--- config.mk ---
export PLATFORM = sky130hd
export DESIGN_NAME = khte_ctrl
export DESIGN_NICKNAME = d
export VERILOG_FILES = /design/src/design/khte_pkg.sv /design/src/design/khte_ctrl.sv
export SDC_FILE = /design/constraint.sdc
export NUM_CORES = 1
export LEC_CHECK = 0
export ABC_AREA = 1
export BUFFER_PORTS_ARGS = -buffer_cell sky130_fd_sc_hd__buf_2
export CAP_MARGIN = 10
export CELL_PAD_IN_SITES_DETAIL_PLACEMENT = 1
export CELL_PAD_IN_SITES_GLOBAL_PLACEMENT = 2
export CORE_AREA = 4 4 41 43
export DETAILED_ROUTE_END_ITERATION = 12
export DIE_AREA = 0 0 45 47
export PLACE_DENSITY_LB_ADDON = 0.1
export SLEW_MARGIN = 20
export SYNTH_ARGS = -nofsm -noshare
export SYNTH_HDL_FRONTEND = slang
export SYNTH_SLANG_ARGS = --single-unit
--- constraint.sdc ---
create_clock -name clk -period 1.05 [get_ports clk]
set_input_delay 0.1575 -clock clk [delete_from_list [all_inputs] [get_ports clk]]
set_output_delay 0.1575 -clock clk [all_outputs]
set_load 0.03 [all_outputs]
--- src/design/khte_pkg.sv ---
// ----------------------------------------------------------------------------
// khte_pkg
// Shared types, codes and defaults for the keyed hash table engine.
// ----------------------------------------------------------------------------
package khte_pkg;

  localparam int BUCKETS_DEF = 256;
  localparam int WAYS_DEF    = 4;

  localparam logic [31:0] ALL_ONES = 32'hFFFF_FFFF;

  // request kinds
  localparam logic [1:0] REQ_LOOKUP = 2'd0;
  localparam logic [1:0] REQ_INSERT = 2'd1;
  localparam logic [1:0] REQ_REMOVE = 2'd2;
  localparam logic [1:0] REQ_FIND   = 2'd3;

  // response status codes
  localparam logic [2:0] ST_OK        = 3'd0;
  localparam logic [2:0] ST_NOT_FOUND = 3'd1;
  localparam logic [2:0] ST_FULL      = 3'd2;
  localparam logic [2:0] ST_KEY_ZERO  = 3'd3;
  localparam logic [2:0] ST_NO_BLOCK  = 3'd4;

  typedef struct packed {
    logic [1:0]  req_type;
    logic [31:0] key;
    logic [31:0] data;
    logic [31:0] block_len;
  } req_t;

  typedef struct packed {
    logic [2:0]  status;
    logic [31:0] data_out;
    logic [31:0] free_key;
  } rsp_t;

  // one way of a bucket row
  typedef struct packed {
    logic        valid;
    logic [31:0] key;
    logic [31:0] data;
  } way_t;

  typedef enum logic [2:0] {
    S_CLEAR,
    S_IDLE,
    S_MUL1,
    S_MUL2,
    S_READ,
    S_UPDATE
  } state_t;

  // controller -> datapath
  typedef struct packed {
    logic clear;
    logic load;
    logic mul1;
    logic mul2;
    logic read;
    logic update;
  } cmd_t;

  // datapath -> controller
  typedef struct packed {
    logic clr_last;
    logic out_free;
  } sts_t;

endpackage

--- src/design/khte_ctrl.sv ---
// ----------------------------------------------------------------------------
// khte_ctrl
// Sequencer: clear sweep after reset, then hash, read, update per request.
// ----------------------------------------------------------------------------
module khte_ctrl (
  input  logic           clk,
  input  logic           rst,
  input  logic           req_valid,
  output logic           req_ready,
  input  khte_pkg::sts_t sts,
  output khte_pkg::cmd_t cmd
);
  import khte_pkg::*;

  state_t state, state_next;

  always_ff @(posedge clk) begin
    if (rst) begin
      state <= S_CLEAR;
    end else begin
      state <= state_next;
    end
  end

  always_comb begin
    state_next = state;
    cmd        = '0;
    req_ready  = 1'b0;
    case (state)
      S_CLEAR: begin
        cmd.clear = 1'b1;
        if (sts.clr_last) begin
          state_next = S_IDLE;
        end
      end
      S_IDLE: begin
        req_ready = 1'b1;
        if (req_valid) begin
          cmd.load   = 1'b1;
          state_next = S_MUL1;
        end
      end
      S_MUL1: begin
        cmd.mul1   = 1'b1;
        state_next = S_MUL2;
      end
      S_MUL2: begin
        cmd.mul2   = 1'b1;
        state_next = S_READ;
      end
      S_READ: begin
        cmd.read   = 1'b1;
        state_next = S_UPDATE;
      end
      S_UPDATE: begin
        // hold the bucket row until the output register frees up
        if (sts.out_free) begin
          cmd.update = 1'b1;
          state_next = S_IDLE;
        end
      end
      default: begin
        state_next = S_CLEAR;
      end
    endcase
  end

endmodule

==> metrics.md <==
| Metric | Value |
|---|---|
| Synth-to-Final Area Change | `113.7%` |
| Top flop regs | `state x3` |
| Final setup margin | `-0.1609 ns` |
| CTS hold repair buffers | `0` |
| Vias | `a little over 300` |
| Final std cells w/o fill | `between 70 and 80` |
| Die height | `about 47 microns` |
| Grt ovf | `0` |
| Cells after Synth | `37` |
| Largest Register | `state` |
| CP max stage delay | `roughly 0.37 ns` |
| Share of cells above drive strength 1 | `0.6780` |
| Max clock buf depth | `2` |
| Final setup fails | `7` |
| Root buffer cell | `clkbuf_4` |
| Final hold violation count | `0` |
| DRT antenna net count | `0` |
| Post-route DRC violation count | `0` |
| Final min period | `around 1.2 ns` |
| IO Count | `12` |
| Worst path bufs/invs | `2` |
| Clock share of power | `0.327` |
| Setup TNS | `-0.9808 ns` |
| Flops & latches, synth | `3` |
| Arr. time, crit path | `between 1 and 1.5 ns` |
| P_leak | `roughly 0.00025 uW` |
| WS Path Type | `flop to output pin` |
| Antenna diodes | `0` |
| Fin Clk Skew | `just under 0.008 ns` |
| DIE WIDTH | `approximately 45 microns` |
| Most frequent cells in the layout | `buf_6 (9), inv_1 (7), buf_4 (5), nand2_1 (4), buf_2 (4)` |
| Post-place setup slack | `-0.06875 ns` |
| Routed wire length | `roughly 740 microns` |
| Fin. max-slew vios | `0` |
| Router iterations before antenna repair | `4` |
| Clock insertion delay at the later pin of the skew report | `around 0.24 ns` |
| Sw frac | `0.3842` |
| Worst Setup Start Kind | `flop` |
| Initial antenna violation count | `0` |
| Largest net degree at the start of global routing | `7` |
| Post-synthesis mux area share | `0` |
| Vias in the first global route | `346` |
| # rows | `13` |
| Starting density of the core | `0.1760` |
| Utilization after layout | `0.3760` |
| Worst Hold Class | `input port to flop` |
| CP max stage cell | `dfxtp_4` |
| Sequential area share after synthesis | `0.2623` |
| Crit path max fanout | `3` |
| Final period util | `1.153` |
| RSZ-0062 raised after global routing | `true` |
| WP data required | `0.89 ns` |
| DP Cell Count | `roughly 70` |
| Failing checks | `setup timing` |
| Die area | `approximately 2100 sq um` |
| Sink Count | `3` |
| Critical path's most frequent cell | `nor2_4` |
| Nets@finish | `65` |
| CTS buffer count | `3` |
| Worst setup EP type | `output pin` |
| Crit-path cells | `inv_4 -> nor2_4 -> nand2_2 -> nor2_4 -> buf_6` |
| IO buf count | `11` |
| PD cells | `about 1300 nW/um^2` |
| Pint | `about 390 uW` |
| Core area | `1301 sq um` |
| Comb pwr share | `0.439` |
| Commonest non-fill, non-tap cell in the layout | `buf_6` |
| Status | `complete, but fails checks` |
| Drt initial violations | `1` |
| Synth area leaders | `dfxtp_1 (26%), inv_1 (18%), nor2_2 (11%), nand3_2 (8.7%), nor3_2 (8.7%)` |
| Family with the most delay on the worst path | `flip-flops` |
| Share of the synthesized area in the top cell type | `0.2623` |
| Synth Area in Compound Gates | `0.04372` |
| CTS tree | `built` |
| NetSw | `around 240 uW` |
| Hold WS | `0.1105 ns` |
| Worst slew margin | `0.8798` |
| Via density per instance | `4.108` |
| # H-tree levels | `1` |
| Placer Congestion | `around 0.70` |
| Sequential share of power | `0.234` |
| Synth Area in Simple Gates | `0.5137` |
| Syn Nets | `between 40 and 50` |
| Total Routing Usage GR | `0.09069` |
| Synth Area in XOR/XNOR | `0` |
| Synth warn | `0` |
| Adder-cell share of the synthesized area | `0` |
| Syn avg cell area | `6.188 sq um` |
| Routed WL per cell | `approximately 10 microns` |
| Yosys top cell by area | `dfxtp_1` |
| First-pass GRT wire length | `roughly 1.4 mm` |
| Worst slew pin tran | `around 0.18 ns` |
| Clock slew at the register clock pins of the worst setup and hold paths | `approximately 0.04 ns` |
| F_max | `a little over 0.8 GHz` |
| VDD IR max | `0.3926 mV` |
| Cell Area, Synth | `between 200 and 250 sq um` |
| Largest family of logic cells by synthesized area | `simple AND/OR/NAND/NOR gates` |
| Max-Cap Viols | `0` |
| Max reg flops | `3` |
| Post-synthesis cell type count | `10` |
| Placed wire-length estimate | `604.8 microns` |
-- power by group through the flow --
stage                     logic, uW  clock network [uW]  registers [uW]
final                           277                 207             148
after global routing            301                 227             150
after CTS                       277                 212             144
after detailed placement        223                   0             138
after global placement          220                   0             138
after floorplan                 149                   0             138
-- cells by family (layout without fill, tap and decap cells) --
| group | count (synthesis) | count (layout) |
|---|---|---|
| AOI/OAI and AO/OA | 2 | 2 |
| DFF | 3 | 3 |
| buffers and inverters | 11 | 33 |
| and+or+nand+nor | 21 | 21 |
-- cells in the mapped netlist --
cell / number
a21oi_1: 2
nand3_1: 2
dfxtp_1: 3
nor3_2: 2
nand3_2: 2
nor3_1: 1
nor2_1: 5
nand2_1: 5
inv_1: 11
nor2_2: 4
-- final cells by class --
type                            instances  area, sq um
Clock buffer                            4        26.28
Fill cell                             167        812.0
Inverter                               11        46.29
Multi-Input combinational cell         23        167.7
Sequential cell                         3        71.32
Tap cell                               15        18.77
Timing Repair Buffer                   18        158.9
-- worst paths after layout --
| path | end | from | cells past startpoint | slack (ns) |
|---|---|---|---|---|
| max | cmd[4] | state[0] | 5 | -0.16 |
| min | state[2] | rst | 2 | 0.11 |
| max reg2reg | state[0] | state[2] | 6 | 0.04 |
| min reg2reg | state[0] | state[2] | 3 | 0.67 |
-- routing by layer --
layer / share of wire / wire, microns / global-route usage
met1: 0.39 / 293 / 0.09502
met2: 0.57 / 425 / 0.1723
met3: 0.032 / 24 / 0.01149
met4: 0 / 0 / 0.05263
met5: 0 / 0 / 0
-- repair_timing --
action | 4_1_cts | 5_1_grt
pin swaps | 2 | 4
endpoints found under the setup margin | 8 | 10
gates resized for setup | 27 | 6
buffers inserted | 3 | 1
-- metrics by stage --
stage               total power (uW)  area [sq um]
floorplan                      286.4         247.7
global placement               357.4         359.1
detailed placement             360.8         359.1
CTS                            632.5         475.5
global route                   678.6         489.2
finish                         631.7         489.2
Power figures use the tool's default switching activity.
